===== src/bsp_pkg.sv =====
// Shared types, constants and the reciprocal table of the background subtraction block.
// No dependencies; every other file refers to this package by scoped names.
`timescale 1ns / 1ps

package bsp_pkg;

  localparam int MAX_PIXELS  = 65536;
  localparam int POS_W       = $clog2(MAX_PIXELS);
  localparam int MAX_WINDOW  = 16;
  localparam int SLOT_W      = $clog2(MAX_WINDOW);
  localparam int FH_W        = SLOT_W + 1;
  localparam int SUM_W       = 16;
  localparam int RECIP_SHIFT = 21;
  localparam int RECIP_W     = RECIP_SHIFT + 1;
  localparam int NUM_W       = SUM_W + 1;
  localparam int PROD_W      = NUM_W + RECIP_W;
  localparam int QUOT_W      = PROD_W - RECIP_SHIFT;
  localparam int FIFO_DEPTH  = 8;
  localparam int FIFO_PTR_W  = $clog2(FIFO_DEPTH);
  localparam int FIFO_CNT_W  = FIFO_PTR_W + 1;

  typedef enum logic [1:0] {
    CFG_MODE      = 2'd0,
    CFG_THRESHOLD = 2'd1,
    CFG_WINDOW    = 2'd2,
    CFG_ALPHA     = 2'd3
  } cfg_idx_e;

  // mode code 3 is handled as previous frame
  typedef enum logic [1:0] {
    MODE_PREV = 2'd0,
    MODE_MEAN = 2'd1,
    MODE_EXP  = 2'd2,
    MODE_RSVD = 2'd3
  } mode_e;

  // item as it enters the update stage
  typedef struct packed {
    logic [7:0]        pix;
    logic              fend;
    logic [POS_W-1:0]  pos;
    logic [SLOT_W-1:0] slot_wr;
    logic [SLOT_W-1:0] slot1;
    logic [SLOT_W-1:0] slotn;
    logic [SLOT_W-1:0] slotn1;
    logic              ev1;
    logic              ev2;
    logic              first;
    logic [FH_W-1:0]   fh;
    logic [1:0]        mode;
    logic [7:0]        thr;
    logic [8:0]        alpha;
    logic [16:0]       b_term;
  } s1_t;

  typedef struct packed {
    logic [NUM_W-1:0] num;
    logic [7:0]       h1;
    logic [7:0]       expv;
    logic [7:0]       pix;
    logic             fend;
    logic [1:0]       mode;
    logic [7:0]       thr;
    logic [FH_W-1:0]  fh;
    logic             has_res;
  } s2_t;

  typedef struct packed {
    logic       last;
    logic [7:0] bg;
    logic [7:0] fg;
  } res_t;

  // ceil(2^RECIP_SHIFT / d), exact for every numerator the mean can see
  function automatic logic [RECIP_W-1:0] recip(input logic [FH_W-1:0] d);
    logic [RECIP_W-1:0] r;
    unique case (d)
      5'd1:    r = 22'd2097152;
      5'd2:    r = 22'd1048576;
      5'd3:    r = 22'd699051;
      5'd4:    r = 22'd524288;
      5'd5:    r = 22'd419431;
      5'd6:    r = 22'd349526;
      5'd7:    r = 22'd299594;
      5'd8:    r = 22'd262144;
      5'd9:    r = 22'd233017;
      5'd10:   r = 22'd209716;
      5'd11:   r = 22'd190651;
      5'd12:   r = 22'd174763;
      5'd13:   r = 22'd161320;
      5'd14:   r = 22'd149797;
      5'd15:   r = 22'd139811;
      5'd16:   r = 22'd131072;
      default: r = '0;
    endcase
    return r;
  endfunction

endpackage


===== src/bsp_classify.sv =====
// Mean by reciprocal multiply, background selection and threshold compare.
// Depends on bsp_pkg.
`timescale 1ns / 1ps

module bsp_classify (
  input  logic          clk_i,
  input  logic          rst_ni,
  input  logic          s2_valid_i,
  input  bsp_pkg::s2_t  s2_i,
  output logic          s3_valid_o,
  output logic          push_o,
  output bsp_pkg::res_t res_o
);

  logic [bsp_pkg::PROD_W-1:0] prod;
  logic                       s3_valid_q;
  logic [bsp_pkg::QUOT_W-1:0] quot_q;
  logic [7:0]                 h1_q, expv_q, pix_q, thr_q;
  logic                       fend_q, has_res_q;
  logic [1:0]                 mode_q;
  logic [7:0]                 mean, bg, diff;

  assign prod = s2_i.num * bsp_pkg::recip(s2_i.fh);

  always_ff @(posedge clk_i or negedge rst_ni) begin
    if (!rst_ni) s3_valid_q <= 1'b0;
    else         s3_valid_q <= s2_valid_i;
  end

  always_ff @(posedge clk_i) begin
    if (s2_valid_i) begin
      quot_q    <= prod[bsp_pkg::PROD_W-1:bsp_pkg::RECIP_SHIFT];
      h1_q      <= s2_i.h1;
      expv_q    <= s2_i.expv;
      pix_q     <= s2_i.pix;
      thr_q     <= s2_i.thr;
      fend_q    <= s2_i.fend;
      has_res_q <= s2_i.has_res;
      mode_q    <= s2_i.mode;
    end
  end

  always_comb begin
    mean = (|quot_q[bsp_pkg::QUOT_W-1:8]) ? 8'd255 : quot_q[7:0];
    unique case (mode_q)
      bsp_pkg::MODE_MEAN: bg = mean;
      bsp_pkg::MODE_EXP:  bg = expv_q;
      default:            bg = h1_q;
    endcase
    diff = (pix_q > bg) ? pix_q - bg : bg - pix_q;
    res_o.fg   = (diff > thr_q) ? 8'd255 : 8'd0;
    res_o.bg   = bg;
    res_o.last = fend_q;
  end

  assign s3_valid_o = s3_valid_q;
  assign push_o     = s3_valid_q && has_res_q;

endmodule


===== config.mk =====
export PLATFORM = sky130hd
export DESIGN_NAME = bsp_classify
export DESIGN_NICKNAME = d
export VERILOG_FILES = /design/src/bsp_pkg.sv /design/src/bsp_classify.sv
export SDC_FILE = /design/constraint.sdc
export NUM_CORES = 1
export LEC_CHECK = 0
export BUFFER_PORTS_ARGS = -buffer_cell sky130_fd_sc_hd__buf_2
export CORE_MARGIN = 4
export CORE_UTILIZATION = 65
export DETAILED_ROUTE_END_ITERATION = 6
export PLACE_DENSITY = 0.89
export SLEW_MARGIN = 0
export SYNTH_ARGS = -nofsm -noshare
export SYNTH_HDL_FRONTEND = slang
export SYNTH_SLANG_ARGS = --single-unit

===== constraint.sdc =====
create_clock -name clk_i -period 7.91 [get_ports clk_i]
set_input_delay 0.3955 -clock clk_i [delete_from_list [all_inputs] [get_ports clk_i]]
set_output_delay 0.3955 -clock clk_i [all_outputs]
set_load 0.05 [all_outputs]

Word-level counts from Yosys, hierarchy flattened
Memory sizes are Yosys's and may differ from the RTL's.
Index checks and enable logic that the tools add are counted.
{ "op_classes": {"n_addsub": 2, "multipliers": 1, "order_cmp": 2, "eq_ne": 2, "mux": 4, "n_reduce_logical": 2} }
{ "ops": {"columns": ["operator", "n"], "rows": [
  ["$mul A17 B22 Y39", 1],
  ["$mux W8", 3],
  ["$gt A8 B8 Y1", 2],
  ["$pmux W8 S2", 1],
  ["$sub A8 B8 Y8", 2],
  ["$reduce_or A10 Y1", 1],
  ["$eq A2 B1 Y1 const B", 1],
  ["$eq A2 B2 Y1 const B", 1],
  ["$logic_and A1 B1 Y1", 1]
]} }
{ "word_totals": {"regBits": 55, "romBits": 704, "in_bits": 61, "word_cells": 23, "mem_count": 1} }
{ "mem_list": {"columns": ["memory", "depth", "word_bits", "rd", "rd_clocked_by_memory_dff", "write_ports", "line_no", "rtl"], "rows": [
  ["(name not given)", 32, 22, 1, 0, 0, "bsp_pkg.sv:77", "unique case (d)"]
]} }

Depth between registers and ports, before layout
Gate-level depths: netlist of run 1.
{ "depth": {"word_depth": 7, "depth_mapped": 28, "depth_no_buf": 27} }

Worst setup path after synthesis of run 1
Ideal clock, no wire load.
{ "synth_timing": {"kind": "input -> register", "start": "input port s2_i[1] (netlist name)", "end": "register quot_q[14] (netlist name) (data pin)", "setup_ns": 0.267, "t_arrival_ns": 6.570, "required_time_ns": 7.643, "slack_ns": 1.074, "stages": 28, "path_buffers": 2, "cell_sequence": "ha_1 -> nand2b_1 -> nor2b_1 -> a21o_1 -> a21oi_1 -> a31o_2 -> buf_2 -> nand2_1 -> fa_1 -> inv_1 -> fa_1 -> inv_1 -> fa_1 -> inv_1 -> fa_1 -> fa_1 -> inv_1 -> fa_1 -> inv_1 -> ha_1 -> buf_2 -> a21oi_1 -> o21ai_1 -> a2111oi_2 -> o21ai_0 -> a21oi_2 -> mux2i_1 -> o211ai_1"} }
{ "synth_between": {"elab_chain_len": 2} }
{ "synth_lines": {"columns": ["element", "line_no", "rtl"], "rows": [
  ["start: declaration", "bsp_classify.sv:9", "input bsp_pkg::s2_t s2_i,"],
  ["$mem_v2 Z32 W22", null, null],
  ["$mul A17 B22 Y39", "bsp_classify.sv:23", "assign prod = s2_i.num * bsp_pkg::recip(s2_i.fh);"],
  ["net prod, one bit", "bsp_classify.sv:15", "logic [bsp_pkg::PROD_W-1:0] prod;"],
  ["end signal: assignment", "bsp_classify.sv:32", "quot_q <= prod[bsp_pkg::PROD_W-1:bsp_pkg::RECIP_SHIFT];"],
  ["end: declaration", "bsp_classify.sv:17", "logic [bsp_pkg::QUOT_W-1:0] quot_q;"]
]} }
The timed path passes the listed nets, and every way through them passes these cells.
A chain may end at the register's enable or synchronous reset.

Worst setup path after layout of run 1
{ "layout_timing": {"start": "input port s2_i[1] (netlist name)", "end": "register quot_q[10] (netlist name) (data pin)"} }
Same word-level chain as after synthesis.

==> summary.json, run 1 <==
{
  "core_sq_mm": 0.0228,
  "wire_length_of_the_first_global_routing_pass_um": 63400,
  "layoutNonFillerInstCount": 2080,
  "crit_path_start_kind": "input pin",
  "synth_xor_xnor_area_share_pct": 1.32,
  "number_of_placed_instances_taps_included": 2071,
  "vias_per_cell": 5.81,
  "cap_violations": 0,
  "nNetsFinal": 2270,
  "setup-tns-final_ns": 0,
  "synthMuxAreaShare_pct": 1.21,
  "drt_first_iter_violations": 924,
  "grt_antenna_before_repair": 0,
  "irDropWorstVdd_mv": 0.237,
  "synth-compound-area-share_pct": 7.18,
  "cts_inserted_buffers": 5,
  "final-max-slew-violation-count": 0,
  "synth.ff_latch_count": 55,
  "cts_tree": "done",
  "post-route-period-util_pct": 92.6,
  "layout.cells.most_common": "sky130_fd_sc_hd__inv_1",
  "dominantRegCellSynth": "sky130_fd_sc_hd__edfxtp_1",
  "crit_required_ns": 7.95,
  "seq_area_frac_synth_pct": 10.8,
  "grt_pass1_vias": 13600,
  "layout_common_cells": "419 x sky130_fd_sc_hd__inv_1, 312 x sky130_fd_sc_hd__nand2_1, 299 x sky130_fd_sc_hd__fa_1",
  "yosys-top-cells-area": "sky130_fd_sc_hd__fa_1 39%, sky130_fd_sc_hd__ha_1 12%, sky130_fd_sc_hd__edfxtp_1 11%",
  "achievable-frequency_ghz": 0.137,
  "post_synth_inst_count": 1731,
  "routabilityCongestion": 0.920,
  "criticalPathCategory": "input pin to flop",
  "outcome": "completed",
  "drt_wl_total_um": 38000,
  "tightestPinTransition_ns": 1.18,
  "grt_start_max_net_pins": 56,
  "pin_count": 80,
  "final-setup-viol-count": 0,
  "place.port_buffers": 79,
  "chipHeight_um": 161,
  "clock-root-buffer": "sky130_fd_sc_hd__clkbuf_16",
  "detailedPlacementHpwl_um": 29800,
  "floorplan.rows": 55,
  "rsz0062_at_grt": "no",
  "worst_slack_placed_ns": 0.346,
  "synth_async_sr_flop_share_pct": 1.82,
  "avgRoutedWirePerCell_um": 18.3,
  "capturing_element_type_of_the_critical_path": "flop",
  "layout-drive-gt1-share_pct": 7.75,
  "grt.met3_usage_pct": 5.13,
  "antenna_left": 0,
  "hold_class": "input pin to flop",
  "combinational_family_with_the_most_area_after_synthesis": "adder cells",
  "power.static_leakage_nw": 8.35,
  "worst_case_headroom_to_the_max_slew_limit_pct": 21.1,
  "grt_util_all_layers_pct": 30.2,
  "synthesis.area_per_instance_sq_um": 8.81,
  "critical_path.max_fanout": 17,
  "design.die.area_sq_mm": 0.0260,
  "netlist_area_sq_mm": 0.0152,
  "arithmetic_cell_share_of_the_synthesized_area_counting_full_adders_half_adders_and_majority_gates_pct": 51.1,
  "power_per_standard_cell_area_mw_per_mm2": 200,
  "path_clk_slew_ns": 0.07,
  "via_count": 12100,
  "report.final.hold_viol_count": 0,
  "layout-area-overhead-vs-synth_pct": 5.72,
  "synthDistinctLibCells": 58,
  "top_usage_layer": "met2",
  "start_util_pct": 66.7,
  "cts_sinks": 55,
  "synthDominantAreaCellType": "sky130_fd_sc_hd__fa_1",
  "synth.net_count": 2235,
  "final.fill_count": 1689,
  "diodes": 0,
  "worst_path_arrival_time_ns": 7.36,
  "max-clock-path-buffers": 2,
  "yosys.area_share.simple_pct": 15.8,
  "cts.htree.levels": 2,
  "chipWidth_um": 161,
  "final_critical_path_setup_slack_ns": 0.588,
  "yosys_warnings": 0,
  "finalWorstPathRequiredPeriod_ns": 7.32,
  "drc_errors": 0,
  "synth_top_cell_area_share_pct": 39.3,
  "synth-edff-count": 54,
  "groute.layer.met2.usage_pct": 54.0,
  "grt.overflow.total": 0,
  "global_route.usage.met1_pct": 35.0,
  "drtPass1Iterations": 7,
  "post-cts-setup-buffers": 0
}
synthesized netlist by cell type (all sizes together), types with 3 or more instances:
| cell type | n |
|---|---|
| nand3 | 3 |
| xor2 | 10 |
| and3 | 19 |
| nand2 | 312 |
| nor4 | 3 |
| ha | 144 |
| a211oi | 8 |
| o211ai | 8 |
| mux2i | 8 |
| o21ai | 40 |
| and2 | 107 |
| a22oi | 3 |
| a31oi | 8 |
| buf | 18 |
| edfxtp | 54 |
| a2111oi | 3 |
| nor2b | 12 |
| a211o | 5 |
| o21bai | 9 |
| mux2 | 9 |
| inv | 419 |
| xnor2 | 13 |
| nand2b | 9 |
| a21oi | 60 |
| nor2 | 25 |
| nor3 | 7 |
| fa | 299 |
| nand4 | 14 |
| a21o | 14 |
| clkbuf | 63 |
| o21a | 4 |
metal layers:
metal	wire, um	up-vias
li1	-	5279
met1	13200	5984
met2	19700	651
met3	3040	179
met4	2080	0
met5	0	-
power breakdown:
part           internal (W)  total, W  switching (W)
clock network      0.000153  0.000257       0.000105
logic              0.000928   0.00255        0.00162
registers          0.000406  0.000421      0.0000148
path summary, 6_finish.rpt:
| check | from | endpoint | slack (ns) | depth (start not counted) |
|---|---|---|---|---|
| min | s2_i[16] | fend_q$_DFFE_PP_ | 0.27 | 1 |
| max in group asynchronous | rst_ni | s3_valid_o$_DFF_PN0_ | 7.44 | 2 |
| max | s2_i[1] | quot_q[10]$_DFFE_PP_ | 0.59 | 27 |
| min in group asynchronous | rst_ni | s3_valid_o$_DFF_PN0_ | 0.38 | 2 |
per-stage QoR:
stage                     util, %  total power, W  hold slack [ns]  instance area (sq um)
after global placement       69.7         0.00285            0.170                  15900
after global routing         70.6         0.00353            0.258                  16100
after CTS                    70.6         0.00321            0.271                  16100
final                        70.6         0.00323            0.271                  16100
after floorplan                 -         0.00234           0.0999                  15200
after detailed placement     69.7         0.00294            0.171                  15900
critical path: stages:
cell	delay (ns)
sky130_fd_sc_hd__buf_2	0.15
sky130_fd_sc_hd__ha_1	0.21
sky130_fd_sc_hd__nand2b_1	0.15
sky130_fd_sc_hd__nor2b_1	0.19
sky130_fd_sc_hd__a21o_1	0.23
sky130_fd_sc_hd__a21oi_1	0.17
sky130_fd_sc_hd__a31o_2	0.42
sky130_fd_sc_hd__nand2_1	0.16
sky130_fd_sc_hd__fa_1	0.56
sky130_fd_sc_hd__inv_1	0.05
sky130_fd_sc_hd__fa_1	0.52
sky130_fd_sc_hd__inv_1	0.05
sky130_fd_sc_hd__fa_1	0.50
sky130_fd_sc_hd__inv_1	0.05
sky130_fd_sc_hd__fa_1	0.45
sky130_fd_sc_hd__fa_1	0.54
sky130_fd_sc_hd__inv_1	0.06
sky130_fd_sc_hd__fa_1	0.48
sky130_fd_sc_hd__inv_1	0.04
sky130_fd_sc_hd__ha_1	0.38
sky130_fd_sc_hd__a21oi_1	0.31
sky130_fd_sc_hd__o211ai_1	0.14
sky130_fd_sc_hd__a21boi_0	0.27
sky130_fd_sc_hd__a2bb2oi_1	0.33
sky130_fd_sc_hd__a31o_2	0.24
sky130_fd_sc_hd__mux2i_1	0.19
sky130_fd_sc_hd__o211ai_1	0.11
cell families after synthesis:
logic type | after synthesis
XOR/XNOR | 23
AO/OA/AOI/OAI | 173
multiplexers | 17
flip-flops | 55
AND/OR/NAND/NOR | 520
adder cells (fa/ha/maj) | 443
buffers and inverters | 500
registers in the layout, summed over array words and instances, names as in the netlist:
signal      count
pix_q           8
thr_q           8
quot_q         18
mode_q          2
fend_q          1
h1_q            8
has_res_q       1
expv_q          8
s3_valid_o      1
area by class of cell:
type	count	area, sq um	share of cell area (%)
Sequential cell	55	1650	10.2
Multi-Input combinational cell	1176	11700	72.6
Inverter	419	1570	9.76
Tap cell	313	392	2.43
Clock buffer	5	125	0.776
Timing Repair Buffer	109	623	3.87
Clock inverter	3	50.0	0.310
repair_timing:
action / CTS / global route
hold buffers: 1 / 0
endpoints found under the hold margin: 1 / 0
gates resized for setup: 0 / 0
Power figures use the tool's default switching activity.
==> run 2, diff against run 1 <==
--- a/config.mk
+++ b/config.mk
@@ -6,10 +6,12 @@
 export NUM_CORES = 1
 export LEC_CHECK = 0
 export BUFFER_PORTS_ARGS = -buffer_cell sky130_fd_sc_hd__buf_2
+export CELL_PAD_IN_SITES_DETAIL_PLACEMENT = 0
+export CELL_PAD_IN_SITES_GLOBAL_PLACEMENT = 1
 export CORE_MARGIN = 4
-export CORE_UTILIZATION = 65
+export CORE_UTILIZATION = 54
 export DETAILED_ROUTE_END_ITERATION = 6
-export PLACE_DENSITY = 0.89
+export PLACE_DENSITY = 0.95
 export SLEW_MARGIN = 0
 export SYNTH_ARGS = -nofsm -noshare
 export SYNTH_HDL_FRONTEND = slang
==> run 2 against run 1 <==
Via count shrank 3.4%. Power down 2.9%. First-iteration DRC count fell by 25%. Utilization fell by 13 points. Design area rose by 0.16%. Fmax down 0.24%. Worst setup slack lost 0.017 ns. Clock-buffer cell count is 1 higher. Global-route usage decreased by 5.3 points. Non-clock buffer count decreased by 4. Cell count rose by 2.9%. Critical endpoint is now quot_q[11]$_DFFE_PP_.
==> summary.json, run 2 (synthesis gave the netlist of run 1 again) <==
{
  "outcome": "completed",
  "final-setup-viol-count": 0,
  "post-route-period-util_pct": 92.8,
  "top_register": "quot_q",
  "post-cts-setup-buffers": 0,
  "path_clk_slew_ns": 0.07,
  "rsz0062_at_grt": "no",
  "layout.cells.most_common": "sky130_fd_sc_hd__inv_1",
  "design_internal_power_w": 0.00144,
  "drt_wl_total_um": 36500,
  "cts_sinks": 55,
  "power.static_leakage_nw": 8.31,
  "tightestPinTransition_ns": 0.687,
  "chipWidth_um": 176,
  "critical_path.max_fanout": 17,
  "routabilityCongestion": 0.892,
  "detailedPlacementHpwl_um": 29400,
  "antenna_left": 0,
  "layout-area-overhead-vs-synth_pct": 5.89,
  "diodes": 0,
  "crit_required_ns": 7.95,
  "design.die.area_sq_mm": 0.0310,
  "report.final.hold_viol_count": 0,
  "finalWorstPathRequiredPeriod_ns": 7.34,
  "drt_first_iter_violations": 694,
  "layout_common_cells": "419 x sky130_fd_sc_hd__inv_1, 312 x sky130_fd_sc_hd__nand2_1, 299 x sky130_fd_sc_hd__fa_1",
  "cap_violations": 0,
  "grt_util_all_layers_pct": 24.9,
  "final_critical_path_setup_slack_ns": 0.571,
  "grt_antenna_before_repair": 0,
  "via_count": 11700,
  "max-clock-path-buffers": 2,
  "irDropWorstVdd_mv": 0.208,
  "worst_path_arrival_time_ns": 7.38,
  "power_per_standard_cell_area_mw_per_mm2": 194,
  "cts_tree": "done",
  "nNetsFinal": 2266,
  "clock-root-buffer": "sky130_fd_sc_hd__clkbuf_16",
  "cts.htree.levels": 2,
  "final.fill_count": 2483,
  "cts_resized": 0,
  "total_area_of_sequential_cells_sq_mm": 0.00165,
  "setup-tns-final_ns": 0,
  "power.share.sequential_pct": 13.4,
  "vias_per_cell": 5.46,
  "clock_network_fraction_of_total_power_pct": 7.2,
  "grt_pass1_vias": 12600,
  "multi_input_area_sq_mm": 0.0117,
  "layout-drive-gt1-share_pct": 7.54,
  "largest_register_ffs": 18,
  "utilization_pct": 58.0,
  "grt.overflow.total": 0,
  "grt_start_max_net_pins": 56,
  "core_sq_mm": 0.0279,
  "capturing_element_type_of_the_critical_path": "flop",
  "criticalPathCategory": "input pin to flop",
  "worst_slack_placed_ns": 0.360,
  "place.port_buffers": 79,
  "wire_length_of_the_first_global_routing_pass_um": 62200,
  "start_util_pct": 54.7,
  "power_switching_w": 0.00170,
  "final-max-slew-violation-count": 0,
  "worst_case_headroom_to_the_max_slew_limit_pct": 54.2,
  "pin_count": 80,
  "achievable-frequency_ghz": 0.136,
  "hold_class": "input pin to flop",
  "comb_power_share_pct": 79.4,
  "crit_path_start_kind": "input pin",
  "drc_errors": 0,
  "floorplan.rows": 61,
  "chipHeight_um": 176,
  "drtPass1Iterations": 5,
  "avgRoutedWirePerCell_um": 17.1,
  "switching_share_pct": 54.2,
  "cts_inserted_buffers": 5
}
==> run 2: cell types whose count changed in the layout (fill, tap and decap cells not counted) <==
cell,previous run,this run
sky130_fd_sc_hd__clkbuf_1,0,1
sky130_fd_sc_hd__buf_4,29,25
sky130_fd_sc_hd__nor3_1,7,6
sky130_fd_sc_hd__nor3_2,0,1
sky130_fd_sc_hd__bufinv_16,1,0
sky130_fd_sc_hd__inv_8,1,0
sky130_fd_sc_hd__clkinvlp_4,0,1
==> run 2: area by class of cell <==
type	count	area share, %
clock inverter	2	0.101
clock buffer	6	0.798
multi-input combinational	1176	72.6
inverter	419	9.74
sequential	55	10.2
timing repair buffer	105	3.67
tap	378	2.93
==> run 2: through the flow <==
step                      hold slack, ns  instances  power, W  cell area (sq um)
after floorplan                   0.0999       1731   0.00234              15200
after global placement             0.171       2132   0.00286              16000
after detailed placement           0.172       2132   0.00290              16000
after CTS                          0.262       2141   0.00314              16100
after global routing               0.257       2141   0.00348              16100
final                              0.267       2141   0.00313              16100
==> run 2: power by group through the flow <==
stage / Clock [W] / Combinational, W / Sequential (W)
final: 0.000225 / 0.00249 / 0.000420
after global routing: 0.000241 / 0.00282 / 0.000426
after global placement: 0 / 0.00244 / 0.000425
after CTS: 0.000230 / 0.00249 / 0.000421
after detailed placement: 0 / 0.00248 / 0.000428
after floorplan: 0 / 0.00192 / 0.000422
==> run 2: worst paths after layout <==
path / slack (ns) / depth (start not counted) / to / from
setup / recovery: 0.57 / 28 / quot_q[11]$_DFFE_PP_ / s2_i[1]
hold / removal: 0.27 / 1 / pix_q[6]$_DFFE_PP_ / s2_i[23]
max in group asynchronous: 7.42 / 2 / s3_valid_o$_DFF_PN0_ / rst_ni
min in group asynchronous: 0.41 / 2 / s3_valid_o$_DFF_PN0_ / rst_ni
==> run 2: worst max-delay path, cell delays in order <==
cell and delay [ns]:
sky130_fd_sc_hd__buf_2 0.14, sky130_fd_sc_hd__inv_1 0.15, sky130_fd_sc_hd__ha_1 0.50, sky130_fd_sc_hd__inv_1 0.13, sky130_fd_sc_hd__o21ai_0 0.17, sky130_fd_sc_hd__a21oi_1 0.08, sky130_fd_sc_hd__nor2_1 0.12, sky130_fd_sc_hd__buf_4 0.28
sky130_fd_sc_hd__nand2_1 0.12, sky130_fd_sc_hd__fa_1 0.53, sky130_fd_sc_hd__inv_1 0.05, sky130_fd_sc_hd__fa_1 0.53, sky130_fd_sc_hd__inv_1 0.05, sky130_fd_sc_hd__fa_1 0.54, sky130_fd_sc_hd__inv_1 0.07, sky130_fd_sc_hd__fa_1 0.53
sky130_fd_sc_hd__inv_1 0.05, sky130_fd_sc_hd__fa_1 0.47, sky130_fd_sc_hd__inv_1 0.05, sky130_fd_sc_hd__fa_1 0.44, sky130_fd_sc_hd__ha_1 0.36, sky130_fd_sc_hd__a21oi_1 0.24, sky130_fd_sc_hd__o21ai_0 0.12, sky130_fd_sc_hd__a211oi_1 0.23
sky130_fd_sc_hd__o21ai_0 0.22, sky130_fd_sc_hd__a211oi_1 0.46, sky130_fd_sc_hd__o31ai_1 0.18, sky130_fd_sc_hd__xor2_1 0.17
==> run 2: repair_timing <==
action | 4_1_cts | 5_1_grt
hold buffers | 1 | 0
hold endpoints to repair | 1 | 0
endpoints found under the setup margin | 0 | 0
==> run 2: layer usage <==
layer  GRT usage (%)  routed length, um  part of all wire, %  up-vias
li1                -                  -                    -     5275
met1            31.5              13900                   38     5897
met2            43.9              18700                   51      410
met3            2.81               2290                  6.3      102
met4            9.94               1660                  4.5        0
met5               0                  0                    0        -
