`config.mk`:
```
export PLATFORM = sky130hd
export DESIGN_NAME = bsp_out_fifo
export DESIGN_NICKNAME = d
export VERILOG_FILES = /design/src/bsp_pkg.sv /design/src/bsp_out_fifo.sv
export SDC_FILE = /design/constraint.sdc
export NUM_CORES = 1
export LEC_CHECK = 0
export BUFFER_PORTS_ARGS = -buffer_cell sky130_fd_sc_hd__buf_4
export CORE_UTILIZATION = 25
export CTS_CLUSTER_SIZE = 25
export DETAILED_ROUTE_END_ITERATION = 10
export GPL_TIMING_DRIVEN = 0
export PLACE_DENSITY = 0.45
export SYNTH_ARGS = -nofsm -noshare
export SYNTH_HDL_FRONTEND = slang
export SYNTH_SLANG_ARGS = --single-unit
```
`constraint.sdc`:
```
create_clock -name clk_i -period 3 [get_ports clk_i]
set_input_delay 0.15 -clock clk_i [delete_from_list [all_inputs] [get_ports clk_i]]
set_output_delay 0.15 -clock clk_i [all_outputs]
set_load 0.05 [all_outputs]
```
`src/bsp_pkg.sv`:
```
// Shared types, constants and the reciprocal table of the background subtraction block.
// No dependencies; every other file refers to this package by scoped names.
`timescale 1ns / 1ps

package bsp_pkg;

  localparam int MAX_PIXELS  = 65536;
  localparam int POS_W       = $clog2(MAX_PIXELS);
  localparam int MAX_WINDOW  = 16;
  localparam int SLOT_W      = $clog2(MAX_WINDOW);
  localparam int FH_W        = SLOT_W + 1;
  localparam int SUM_W       = 16;
  localparam int RECIP_SHIFT = 21;
  localparam int RECIP_W     = RECIP_SHIFT + 1;
  localparam int NUM_W       = SUM_W + 1;
  localparam int PROD_W      = NUM_W + RECIP_W;
  localparam int QUOT_W      = PROD_W - RECIP_SHIFT;
  localparam int FIFO_DEPTH  = 8;
  localparam int FIFO_PTR_W  = $clog2(FIFO_DEPTH);
  localparam int FIFO_CNT_W  = FIFO_PTR_W + 1;

  typedef enum logic [1:0] {
    CFG_MODE      = 2'd0,
    CFG_THRESHOLD = 2'd1,
    CFG_WINDOW    = 2'd2,
    CFG_ALPHA     = 2'd3
  } cfg_idx_e;

  // mode code 3 is handled as previous frame
  typedef enum logic [1:0] {
    MODE_PREV = 2'd0,
    MODE_MEAN = 2'd1,
    MODE_EXP  = 2'd2,
    MODE_RSVD = 2'd3
  } mode_e;

  // item as it enters the update stage
  typedef struct packed {
    logic [7:0]        pix;
    logic              fend;
    logic [POS_W-1:0]  pos;
    logic [SLOT_W-1:0] slot_wr;
    logic [SLOT_W-1:0] slot1;
    logic [SLOT_W-1:0] slotn;
    logic [SLOT_W-1:0] slotn1;
    logic              ev1;
    logic              ev2;
    logic              first;
    logic [FH_W-1:0]   fh;
    logic [1:0]        mode;
    logic [7:0]        thr;
    logic [8:0]        alpha;
    logic [16:0]       b_term;
  } s1_t;

  typedef struct packed {
    logic [NUM_W-1:0] num;
    logic [7:0]       h1;
    logic [7:0]       expv;
    logic [7:0]       pix;
    logic             fend;
    logic [1:0]       mode;
    logic [7:0]       thr;
    logic [FH_W-1:0]  fh;
    logic             has_res;
  } s2_t;

  typedef struct packed {
    logic       last;
    logic [7:0] bg;
    logic [7:0] fg;
  } res_t;

  // ceil(2^RECIP_SHIFT / d), exact for every numerator the mean can see
  function automatic logic [RECIP_W-1:0] recip(input logic [FH_W-1:0] d);
    logic [RECIP_W-1:0] r;
    unique case (d)
      5'd1:    r = 22'd2097152;
      5'd2:    r = 22'd1048576;
      5'd3:    r = 22'd699051;
      5'd4:    r = 22'd524288;
      5'd5:    r = 22'd419431;
      5'd6:    r = 22'd349526;
      5'd7:    r = 22'd299594;
      5'd8:    r = 22'd262144;
      5'd9:    r = 22'd233017;
      5'd10:   r = 22'd209716;
      5'd11:   r = 22'd190651;
      5'd12:   r = 22'd174763;
      5'd13:   r = 22'd161320;
      5'd14:   r = 22'd149797;
      5'd15:   r = 22'd139811;
      5'd16:   r = 22'd131072;
      default: r = '0;
    endcase
    return r;
  endfunction

endpackage

```
`src/bsp_out_fifo.sv`:
```
// Result queue between the pipeline and the output stream.
// Uses bsp_pkg for the result type and the depth.
`timescale 1ns / 1ps

module bsp_out_fifo (
  input  logic                           clk_i,
  input  logic                           rst_ni,
  input  logic                           push_i,
  input  bsp_pkg::res_t                  data_i,
  output logic                           valid_o,
  input  logic                           ready_i,
  output bsp_pkg::res_t                  data_o,
  output logic [bsp_pkg::FIFO_CNT_W-1:0] count_o
);

  bsp_pkg::res_t                  mem_q [bsp_pkg::FIFO_DEPTH];
  logic [bsp_pkg::FIFO_PTR_W-1:0] wr_ptr_q, rd_ptr_q;
  logic [bsp_pkg::FIFO_CNT_W-1:0] cnt_q;
  logic                           pop;

  assign valid_o = (cnt_q != '0);
  assign pop     = valid_o && ready_i;
  assign data_o  = mem_q[rd_ptr_q];
  assign count_o = cnt_q;

  always_ff @(posedge clk_i or negedge rst_ni) begin
    if (!rst_ni) begin
      wr_ptr_q <= '0;
      rd_ptr_q <= '0;
      cnt_q    <= '0;
    end else begin
      if (push_i) wr_ptr_q <= wr_ptr_q + 1'b1;
      if (pop)    rd_ptr_q <= rd_ptr_q + 1'b1;
      if (push_i && !pop)      cnt_q <= cnt_q + 1'b1;
      else if (pop && !push_i) cnt_q <= cnt_q - 1'b1;
    end
  end

  always_ff @(posedge clk_i) begin
    if (push_i) mem_q[wr_ptr_q] <= data_i;
  end

  a_no_overflow: assert property (@(posedge clk_i) disable iff (!rst_ni)
    push_i && !pop |-> cnt_q < bsp_pkg::FIFO_CNT_W'(bsp_pkg::FIFO_DEPTH))
    else $error("result queue overflow");

  a_pop_count: assert property (@(posedge clk_i) disable iff (!rst_ni)
    pop && !push_i |=> cnt_q == $past(cnt_q) - 1'b1)
    else $error("result queue count wrong after transfer");

endmodule

```
* After elaboration in Yosys (flattened, before gate mapping)
Memories as Yosys holds them, arrays and structs flattened. Index checks and enable logic that the tools add are counted.
Operators by class: multiplexer cells 4, $add $sub $neg 4, reduce and logical (&&, ||, !) cells 7
Operators with widths (count):
- $mux 4 | 2
- $add 3x1->3 const B | 2
- $add 4x1->4 const B | 1
- $reduce_bool 4->1 | 1
- $sub 4x1->4 const B | 1
- $logic_and 1x1->1 | 3
- $logic_not 1->1 | 2
- $mux 1 | 2
- $reduce_bool 2->1 | 1
Storage, ports and cells: output and inout bits 22, RAM bits 136, register bits 10, word-level logic and storage cells 19, memories 1, input bits 21
Memory list:
- mem_q | words 8, width 17, rd ports 1, clocked after memory_dff 0, wr ports 1, line bsp_out_fifo.sv:16 | bsp_pkg::res_t mem_q [bsp_pkg::FIFO_DEPTH];

* Longest topological paths before layout
Gate-level depths: netlist of run 1.
word-level depth 5, gate-level depth with buffers 8, mapped depth without buffers 8

* Least setup slack after synthesis of run 1
OpenSTA, ideal clock, no wires.
kind reg2reg, from register cnt_q (netlist bit count_o[0]), to register cnt_q (netlist bit count_o[3]), required time 2.869 ns, cell stages (with the launch flop) 9, library setup time 0.131 ns, arrival 3.017 ns, path slack -0.148 ns, path buffers 0, period minus slack after synthesis 3.148 ns, cells stage by stage dfrtp_1 -> or4_1 -> nand2_1 -> ha_1 -> inv_1 -> ha_1 -> or4_1 -> o211ai_1 -> o211ai_1
On the way: word-level cells in the longest chain between the ends 5, elaborated cells between the ends (all ways) 10, classes of those cells add/sub: 2; mux: 2; reduce/logical: 6
Ends and longest elaborated chain:
- from (decl) | line bsp_out_fifo.sv:18 | logic [bsp_pkg::FIFO_CNT_W-1:0] cnt_q;
- from (signal assigned) | line bsp_out_fifo.sv:34 | if (push_i && !pop) cnt_q <= cnt_q + 1'b1;
- from (signal assigned) | line bsp_out_fifo.sv:35 | else if (pop && !push_i) cnt_q <= cnt_q - 1'b1;
- $reduce_bool 4->1 (*) | line bsp_out_fifo.sv:21 | assign valid_o = (cnt_q != '0);
- net valid_o | line bsp_out_fifo.sv:10 | output logic valid_o,
- $logic_and 1x1->1 (*) | line bsp_out_fifo.sv:22 | assign pop = valid_o && ready_i;
- $logic_not 1->1 | line bsp_out_fifo.sv:34
- $logic_and 1x1->1 | line bsp_out_fifo.sv:34
- $mux 4 or $reduce_bool 2->1 (tied branches)
Mark *: on every way through the listed nets, which the timed path passes. The rest lies on a longest branch. The select of a mux whose other input is x is not followed. A chain may end at the register's enable or synchronous reset.

* Worst setup path after layout of run 1
from register cnt_q (netlist bit count_o[0]), to register cnt_q (netlist bit count_o[3])
On the way: word-level cells in the longest chain between the ends 5, elaborated cells between the ends (all ways) 10, classes of those cells add/sub: 2; mux: 2; reduce/logical: 6
Ends and longest elaborated chain:
- branches (longest 5 deep; another with $sub 4x1->4)
Parallel ways; which one is timed is not known. The select of a mux whose other input is x is not followed.

==> flow_summary.json, run 1 <==
{
  "grt_pass1_wl_um": 17620,
  "cts_setup_buffers": 0,
  "drt-total-wl_um": 11530,
  "dr.pass1.iters": 4,
  "yosysUniqueCellTypes": 28,
  "rsz0062_at_grt": "false",
  "grt_max_degree": 17,
  "setup_viol": 0,
  "crit_slowest_cell": "or4_4",
  "rows": 55,
  "viasPerCell": 4.278,
  "cp_data_arrival_time_ns": 3.11,
  "die_area_um2": 23830,
  "required_ns": 3.28,
  "fillers": 2183,
  "regToRegSetupSlack_ns": 0.18,
  "antenna_cells": 0,
  "synth_edf_count": 136,
  "gp_congestion": 0.6774,
  "power.leakage_nw": 2.546,
  "ios": 43,
  "path_max_fanout": 6,
  "maxCapViolCount": 0,
  "start_util_pct": 25.56,
  "fin_skew_ns": 0.005213,
  "seqCellArea_um2": 4334,
  "finalHoldViolCount": 0,
  "avgSynthCellArea_um2": 22.67,
  "cts_sinks": 146,
  "clk_path_buf_depth": 2,
  "root_buffer": "clkbuf_16",
  "num-nets-final": 373,
  "yosysTopAreaCellShare_pct": 70.36,
  "syn2layout_area_growth_pct": 28.39,
  "drive_gt1_share_pct": 35.65,
  "grt_pass1_vias": 2897,
  "drt_iter0_markers": 124,
  "async_reset_ff_share_pct": 6.849,
  "synthTopCellsByCount": "edfxtp_1 (136), mux4_1 (24), mux2_2 (20), dfrtp_1 (10), mux4_2 (10)",
  "core-area_um2": 22710,
  "antenna_found_initial": 0,
  "drc": 0,
  "yosysMostFrequentCell": "edfxtp_1",
  "p_total_mw": 7.835,
  "dp_hpwl_um": 7640,
  "multi_input_comb_area_um2": 1419,
  "start_kind": "flip-flop",
  "synth_ff_type": "edfxtp_1",
  "synthCells": 256,
  "synth_nets": 283,
  "hold_ws_ns": 0.02372,
  "slew_headroom_pct": 51.01,
  "max_freq_mhz": 354.3,
  "ys_ff_latch": 146,
  "ys_seq_area_share_pct": 74.67,
  "clock_latency_ns": 0.41,
  "overflow": 0,
  "path_clk_slew_ns": 0.06,
  "track_usage_pct": 10.50,
  "htree_levels": 4,
  "critical_path_class": "reg -> reg",
  "ir_drop_uv": 435.9,
  "drv_slew": 0,
  "portBuffers": 42,
  "design_area_um2": 7452,
  "syn_area_um2": 5804,
  "endpoint_kind": "flip-flop",
  "hold_path_class": "in -> reg",
  "worstMarginPinSlew_ns": 0.7349,
  "die_h_um": 154.4,
  "synth_area_leader_cell": "edfxtp_1",
  "ys.warnings.count": 0,
  "numCtsBuffers": 17,
  "cts_tree": "yes",
  "wl_per_cell_um": 17.90,
  "fin_crit_ns": 2.823,
  "num_vias": 2755,
  "die_x_um": 154.4,
  "status": "finished, final reports clean",
  "power.density_nw_per_um2": 1051,
  "antenna_left": 0,
  "dpl_cell_area_um2": 6669,
  "max_stage_delay_ns": 0.57,
  "critical_path.cell_chain": "or4_4, nand2_1, ha_1, inv_1, ha_1, or4_1, o211ai_1, o211ai_1",
  "synth_area_leaders": "edfxtp_1 (70%), mux4_1 (11%), dfrtp_1 (4.3%)",
  "utilization_pct": 32.82,
  "period_share_pct": 94.08
}
## stage by stage
stage                     TNS (ns)  setup WS (ns)  cells
final                            0         0.1775    644
after global routing             0        0.09005    644
after CTS                        0         0.1783    644
after detailed placement         0         0.1957    593
after global placement      -19.61        -0.5811    583
after floorplan                  0        0.06726    256
## path summary, 6_finish.rpt
check                            startpoint     endpoint  cells past startpoint
worst min register to register  wr_ptr_q[1]  wr_ptr_q[1]                      1
worst max register to register   count_o[0]   count_o[3]                      8
worst max-delay path             count_o[0]   count_o[3]                      8
worst min-delay path                ready_i  rd_ptr_q[2]                      3
max in group asynchronous            rst_ni  wr_ptr_q[0]                      2
min in group asynchronous            rst_ni   count_o[2]                      2
## layer usage
metal	track usage, %	wire length [um]	vias up
met5	0	0	-
met4	3.960	153	0
met3	3.222	392	18
met2	17.75	5897	50
met1	12.59	5084	1417
li1	-	-	1270
## area by class of cell
type / instances / area share (%)
Multi-Input combinational cell: 98 / 19.04
Sequential cell: 146 / 58.16
Inverter: 1 / 0.05037
Clock inverter: 15 / 2.250
Tap cell: 285 / 4.785
Buffer: 11 / 1.024
Timing Repair Buffer: 71 / 8.983
Clock buffer: 17 / 5.709
## critical path: cells and delay by family (launching register included)
family	cells	cell delay, ns
buffers and inverters	1	0.13
AO/OA/AOI/OAI	2	0.24
flip-flops	1	0.47
adder cells (fa/ha/maj)	2	0.63
AND/OR/NAND/NOR	3	1.24
## power breakdown
group | total (mW) | switching [mW] | internal, mW | leakage (nW)
registers | 2.71 | 0.127 | 2.58 | 1.35
clock network | 2.09 | 0.793 | 1.30 | 0.277
logic | 3.04 | 1.81 | 1.23 | 0.916
total | 7.83 | 2.73 | 5.11 | 2.55
## repair_timing
| action | in CTS | in global routing |
|---|---|---|
| endpoints found under the setup margin | 0 | 0 |
| gates resized for setup | 0 | 0 |
| hold endpoints to repair | 147 | 0 |
| hold buffers | 19 | 0 |
## cells in the final DEF, fill, tap and decap left out, types with 3 or more instances in the layout
cell             n
buf_4           42
buf_6            7
clkinv_4         3
bufinv_16        3
mux4_1          24
xnor2_1          5
clkinvlp_4       4
mux4_2          10
dfrtp_1         10
buf_2            3
nand2_1          6
dlygate4sd3_1   19
buf_8            5
clkbuf_16       17
mux2_2          20
ha_1             5
nor2_2           6
nand2b_1         3
edfxtp_1       136
clkinv_1         3
nand3_1          3
## logic make-up after synthesis
group | Yosys count | share of synthesized area (%)
buffers and inverters | 12 | 1.379
AND/OR/NAND/NOR | 25 | 2.112
flip-flops | 146 | 74.67
XOR/XNOR | 6 | 0.9054
adder cells (fa/ha/maj) | 6 | 1.423
multiplexers | 55 | 18.80
AO/OA/AOI/OAI | 6 | 0.7112
## flip-flops by register name, indices dropped and copies added (netlist names)
signal and count:
count_o 4, wr_ptr_q 3, mem_q 136, rd_ptr_q 3
No activity file was read; power rests on OpenSTA's default activity.
==> inputs of run 2 (changes only) <==
--- a/config.mk
+++ b/config.mk
@@ -10,6 +10,7 @@
 export CTS_CLUSTER_SIZE = 25
 export DETAILED_ROUTE_END_ITERATION = 10
 export GPL_TIMING_DRIVEN = 0
+export HOLD_SLACK_MARGIN = 0.06
 export PLACE_DENSITY = 0.45
 export SYNTH_ARGS = -nofsm -noshare
 export SYNTH_HDL_FRONTEND = slang
==> run 2 against run 1 <==
- hold slack improved by 0.092 ns
- clock power about the same
- count of clock-buffer cells in the layout unchanged
- register-to-register slack about the same
- first-iteration DRC count decreased by 1.6%
- total power about the same
- core utilization about the same
- clock skew about the same
- combinational power about the same
- critical path type unchanged
==> flow_summary.json, run 2 (synthesis gave the netlist of run 1 again) <==
{
  "drt-total-wl_um": 11540,
  "worst_r2r_endpoint": "count_o[3]",
  "grt_pass1_wl_um": 17660,
  "grt_pass1_vias": 2898,
  "pre_cts_slack_ns": 0.1957,
  "portBuffers": 42,
  "htree_levels": 4,
  "endpoint_kind": "flip-flop",
  "slew_headroom_pct": 51.04,
  "track_usage_pct": 10.52,
  "ios": 43,
  "max_stage_delay_ns": 0.57,
  "critical_path_class": "reg -> reg",
  "num-nets-final": 374,
  "fin_skew_ns": 0.005195,
  "max_freq_mhz": 354.1,
  "fin_crit_ns": 2.824,
  "worstMarginPinSlew_ns": 0.7344,
  "r2r_start": "count_o[0]",
  "rows": 55,
  "cts_tree": "yes",
  "wl_per_cell_um": 17.89,
  "drive_gt1_share_pct": 35.56,
  "status": "finished, final reports clean",
  "hold_path_class": "in -> async",
  "antenna_found_initial": 0,
  "num_vias": 2755,
  "syn2layout_area_growth_pct": 28.56,
  "fillers": 2185,
  "drt_iter0_markers": 122,
  "die_x_um": 154.4,
  "required_ns": 3.28,
  "cp_data_arrival_time_ns": 3.11,
  "numCtsBuffers": 17,
  "path_max_fanout": 6,
  "cts_sinks": 146,
  "power.density_nw_per_um2": 1050,
  "fin_cells": 645,
  "critical_path.cell_chain": "or4_4, nand2_1, ha_1, inv_1, ha_1, or4_1, o211ai_1, o211ai_1",
  "antenna_cells": 0,
  "rsz0062_at_grt": "false",
  "start_util_pct": 25.56,
  "largest_reg_flops": 136,
  "setup_viol": 0,
  "period_share_pct": 94.13,
  "ir_drop_uv": 436.1,
  "viasPerCell": 4.271,
  "placed_cells": 593,
  "antenna_left": 0,
  "p_total_mw": 7.837,
  "power.leakage_nw": 2.551,
  "drc": 0,
  "core-area_um2": 22710,
  "layout_commonest_cell": "edfxtp_1",
  "start_kind": "flip-flop",
  "met3RoutedLength_um": 370,
  "highest_layer": "met4",
  "clk_path_buf_depth": 2,
  "route.met2.wl_um": 5923,
  "gp_congestion": 0.6774,
  "top_register": "mem_q",
  "path_clk_slew_ns": 0.06,
  "overflow": 0,
  "maxCapViolCount": 0,
  "rr_worst_depth": 8,
  "mostFrequentLayoutCells": "edfxtp_1 (136), buf_4 (42), mux4_1 (24)",
  "die_area_um2": 23830,
  "root_buffer": "clkbuf_16",
  "crit_slowest_cell": "or4_4",
  "drv_slew": 0,
  "wl_met1_um": 5089,
  "die_h_um": 154.4,
  "setup_ws_ns": 0.1760,
  "grt_max_degree": 17,
  "finalHoldViolCount": 0,
  "dp_hpwl_um": 7640,
  "cts-resized-gates": 0,
  "dr.pass1.iters": 4,
  "regToRegSetupSlack_ns": 0.18,
  "clock_latency_ns": 0.41
}
-- run 2: final cells by class --
class | count | area, um^2 | share of cell area [%]
Clock buffer | 17 | 425.4 | 5.701
Inverter | 1 | 3.754 | 0.05030
Sequential cell | 146 | 4334 | 58.08
Buffer | 11 | 76.32 | 1.023
Multi-Input combinational cell | 98 | 1419 | 19.01
Clock inverter | 15 | 167.7 | 2.247
Tap cell | 285 | 356.6 | 4.779
Timing Repair Buffer | 72 | 679.4 | 9.105
-- run 2: what timing repair did --
item / 4_1_cts / 5_1_grt
setup buffers: 0 / 0
endpoints found under the hold margin: 150 / 0
setup endpoints to repair: 0 / 0
hold buffers: 20 / 0
-- run 2: worst max-delay path, delay by kind of cell, from the launching register on --
kind / cells / cell delay (ns)
simple gates: 3 / 1.24
flops: 1 / 0.47
compound gates: 2 / 0.24
fa+ha+maj: 2 / 0.63
buf+inv: 1 / 0.13
-- run 2: metrics by stage --
stage	hold WS [ns]	utilization [%]	setup TNS (ns)	area, um^2
6_report	0.1156	32.86	0	7462
5_1_grt	0.1126	32.86	0	7462
4_1_cts	0.09111	32.86	0	7462
3_5_place_dp	-0.008253	29.37	0	6669
3_3_place_gp	-0.01038	28.53	-19.61	6480
2_1_floorplan	-0.1456	-	0	5808
-- run 2: per-layer routing --
layer / GRT usage, % / up-vias
li1: - / 1271
met1: 12.63 / 1418
met2: 17.77 / 48
met3: 3.222 / 18
met4: 3.960 / 0
met5: 0 / -
-- run 2: worst max path at each step --
stage | from | endpoint | slack, ns | depth (start not counted)
after floorplan | count_o[0] | count_o[3] | 0.07 | 8
after global placement | wr_ptr_q[1] | mem_q[0][4] | -0.58 | 2
after detailed placement | count_o[0] | count_o[3] | 0.20 | 8
after CTS | count_o[0] | count_o[3] | 0.18 | 8
after global routing | count_o[0] | count_o[3] | 0.08 | 8
final | count_o[0] | count_o[3] | 0.18 | 8
-- run 2: where the power goes --
group	switching, mW	leakage (nW)	internal [mW]	total, mW
sequential	0.127	1.35	2.58	2.71
combinational	1.81	0.920	1.23	3.04
clock	0.794	0.277	1.30	2.09
total	2.73	2.55	5.11	7.84
==> inputs of run 3 (changes only) <==
--- a/config.mk
+++ b/config.mk
@@ -6,6 +6,7 @@
 export NUM_CORES = 1
 export LEC_CHECK = 0
 export BUFFER_PORTS_ARGS = -buffer_cell sky130_fd_sc_hd__buf_4
+export CORE_ASPECT_RATIO = 0.7
 export CORE_UTILIZATION = 25
 export CTS_CLUSTER_SIZE = 25
 export DETAILED_ROUTE_END_ITERATION = 10
==> run 3 against run 2 <==
- core utilization is 0.33 points higher
- sequential power hardly changed
- critical path depth stayed put
- sequential share of layout area is 0.64 points lower
- final area is 1.1% higher
- total power is 2.0% higher
- hold slack worse by 0.0085 ns
- first-iteration DRC count is 67% higher
- fmax is 0.13% higher
- count of clock-buffer cells in the layout is 3 higher
- largest power group unchanged
==> flow_summary.json, run 3 (synthesis gave the netlist of run 1 again) <==
{
  "drv_slew": 0,
  "utilization_pct": 33.19,
  "drt-total-wl_um": 11830,
  "numCtsBuffers": 17,
  "switching_share_pct": 34.67,
  "rr_worst_depth": 8,
  "critPathTopFamily": "simple AND/OR/NAND/NOR gates",
  "cts-resized-gates": 0,
  "fin_crit_ns": 2.820,
  "pwr-share-comb_pct": 38.5,
  "clock_latency_ns": 0.41,
  "placed_cells": 620,
  "core-area_um2": 22730,
  "critical_path_class": "reg -> reg",
  "regToRegSetupSlack_ns": 0.18,
  "fin_skew_ns": 0.005403,
  "root_buffer": "clkbuf_16",
  "rows": 46,
  "num_vias": 2790,
  "ios": 43,
  "overflow": 0,
  "die_area_um2": 23840,
  "grt_pass1_wl_um": 17950,
  "viasPerCell": 4.146,
  "ir_drop_uv": 482.1,
  "drc": 0,
  "design_area_um2": 7545,
  "power.density_nw_per_um2": 1059,
  "max_freq_mhz": 354.6,
  "mostFrequentLayoutCells": "edfxtp_1 (136), buf_4 (42), mux4_1 (24)",
  "path_buf_inv": 1,
  "hold_path_class": "in -> async",
  "dpl_cell_area_um2": 6724,
  "dp_hpwl_um": 7739,
  "period_share_pct": 94.01,
  "start_kind": "flip-flop",
  "dr.pass1.iters": 4,
  "largest_reg_flops": 136,
  "crit_start": "count_o[0]",
  "syn2layout_area_growth_pct": 29.98,
  "antenna_found_initial": 1,
  "critical_path.cell_chain": "or4_4, nand2_1, ha_1, inv_1, ha_1, or4_1, o211ai_1, o211ai_1",
  "slew_headroom_pct": 45.04,
  "grt_max_degree": 17,
  "layout_commonest_cell": "edfxtp_1",
  "cp_data_arrival_time_ns": 3.10,
  "maxCapViolCount": 0,
  "status": "finished, final reports clean",
  "top_register": "mem_q",
  "rsz0062_at_grt": "false",
  "antenna_left": 0,
  "clk_path_buf_depth": 2,
  "required_ns": 3.28,
  "grt_pass1_vias": 2983,
  "drt_iter0_markers": 204,
  "internal-power_mw": 5.222,
  "path_max_fanout": 6,
  "worst_r2r_endpoint": "count_o[3]",
  "setup_viol": 0,
  "worstMarginPinSlew_ns": 0.8244,
  "fin_cells": 673,
  "pre_cts_slack_ns": 0.1634,
  "crit_slowest_cell": "or4_4",
  "max_stage_delay_ns": 0.56,
  "finalHoldViolCount": 0,
  "die_h_um": 129.5,
  "track_usage_pct": 10.71,
  "seqPwrFrac_pct": 33.9,
  "htree_levels": 4,
  "die_x_um": 184.1,
  "drive_gt1_share_pct": 35.56,
  "num-nets-final": 374,
  "wl_per_cell_um": 17.58,
  "endpoint_kind": "flip-flop",
  "power.leakage_nw": 2.568,
  "cts_sinks": 146,
  "gp_congestion": 0.6649,
  "portBuffers": 42,
  "path_clk_slew_ns": 0.06,
  "cts_tree": "yes",
  "start_util_pct": 25.53,
  "power.share.clock_pct": 27.6,
  "r2r_start": "count_o[0]",
  "power_switching_mw": 2.772,
  "setup_ws_ns": 0.1798
}
[run 3: cell count changes in the layout (fill, tap and decap cells not counted), sizes merged]
cell | previous run | this run
inv | 1 | 2
clkbuf | 19 | 22
bufinv | 3 | 4
clkinv | 8 | 3
diode | 0 | 1
[run 3: worst max path at each step]
| stage | endpoint | depth (start not counted) |
|---|---|---|
| final | count_o[3] | 8 |
| after detailed placement | count_o[3] | 8 |
| after CTS | count_o[3] | 8 |
| after global placement | mem_q[0][5] | 2 |
| after floorplan | count_o[3] | 8 |
| after global routing | count_o[3] | 8 |
[run 3: per-stage QoR]
stage | TNS [ns] | hold WS [ns] | total power [mW]
finish | 0 | 0.1071 | 7.993
CTS | 0 | 0.1048 | 8.114
global route | 0 | 0.1077 | 8.377
detailed placement | 0 | -0.009051 | 5.883
floorplan | 0 | -0.1456 | 4.870
global placement | -22.82 | -0.01087 | 5.718
[run 3: worst register-to-register path: cells and delay by family, from the launching register on]
kind / cells / cell delay, ns
simple gates: 3 / 1.24
fa+ha+maj: 2 / 0.65
flops: 1 / 0.46
compound gates: 2 / 0.23
buf+inv: 1 / 0.14
[run 3: cell type report]
class / count / area, um^2
fillers: 2140 / 15190
flip-flops and latches: 146 / 4334
multi-input cells: 98 / 1419
repair buffers: 72 / 700.7
clock buffers: 20 / 436.7
well taps: 312 / 390.4
clock inverters: 12 / 181.4
plain buffers: 11 / 76.32
inverters: 1 / 3.754
diodes: 1 / 2.502
[run 3: what timing repair did]
| action | CTS | global route |
|---|---|---|
| buffers inserted | 0 | 0 |
| endpoints found under the hold margin | 150 | 0 |
| hold buffers | 20 | 0 |
[run 3: power groups by stage]
| stage | sequential (mW) | combinational, mW | clock, mW |
|---|---|---|---|
| global route | 2.74 | 3.29 | 2.34 |
| detailed placement | 2.76 | 3.13 | 0 |
| CTS | 2.72 | 3.15 | 2.24 |
| global placement | 2.75 | 2.97 | 0 |
| finish | 2.71 | 3.08 | 2.21 |
| floorplan | 2.82 | 2.05 | 0 |
[run 3: per-layer routing]
metal  share of wire [%]  global-route usage, %  vias up
li1                    -                      -     1276
met1                  49                  14.14     1452
met2                  47                  17.36       53
met3                 3.2                  3.288        9
met4                0.57                  2.353        0
met5                   0                      0        -
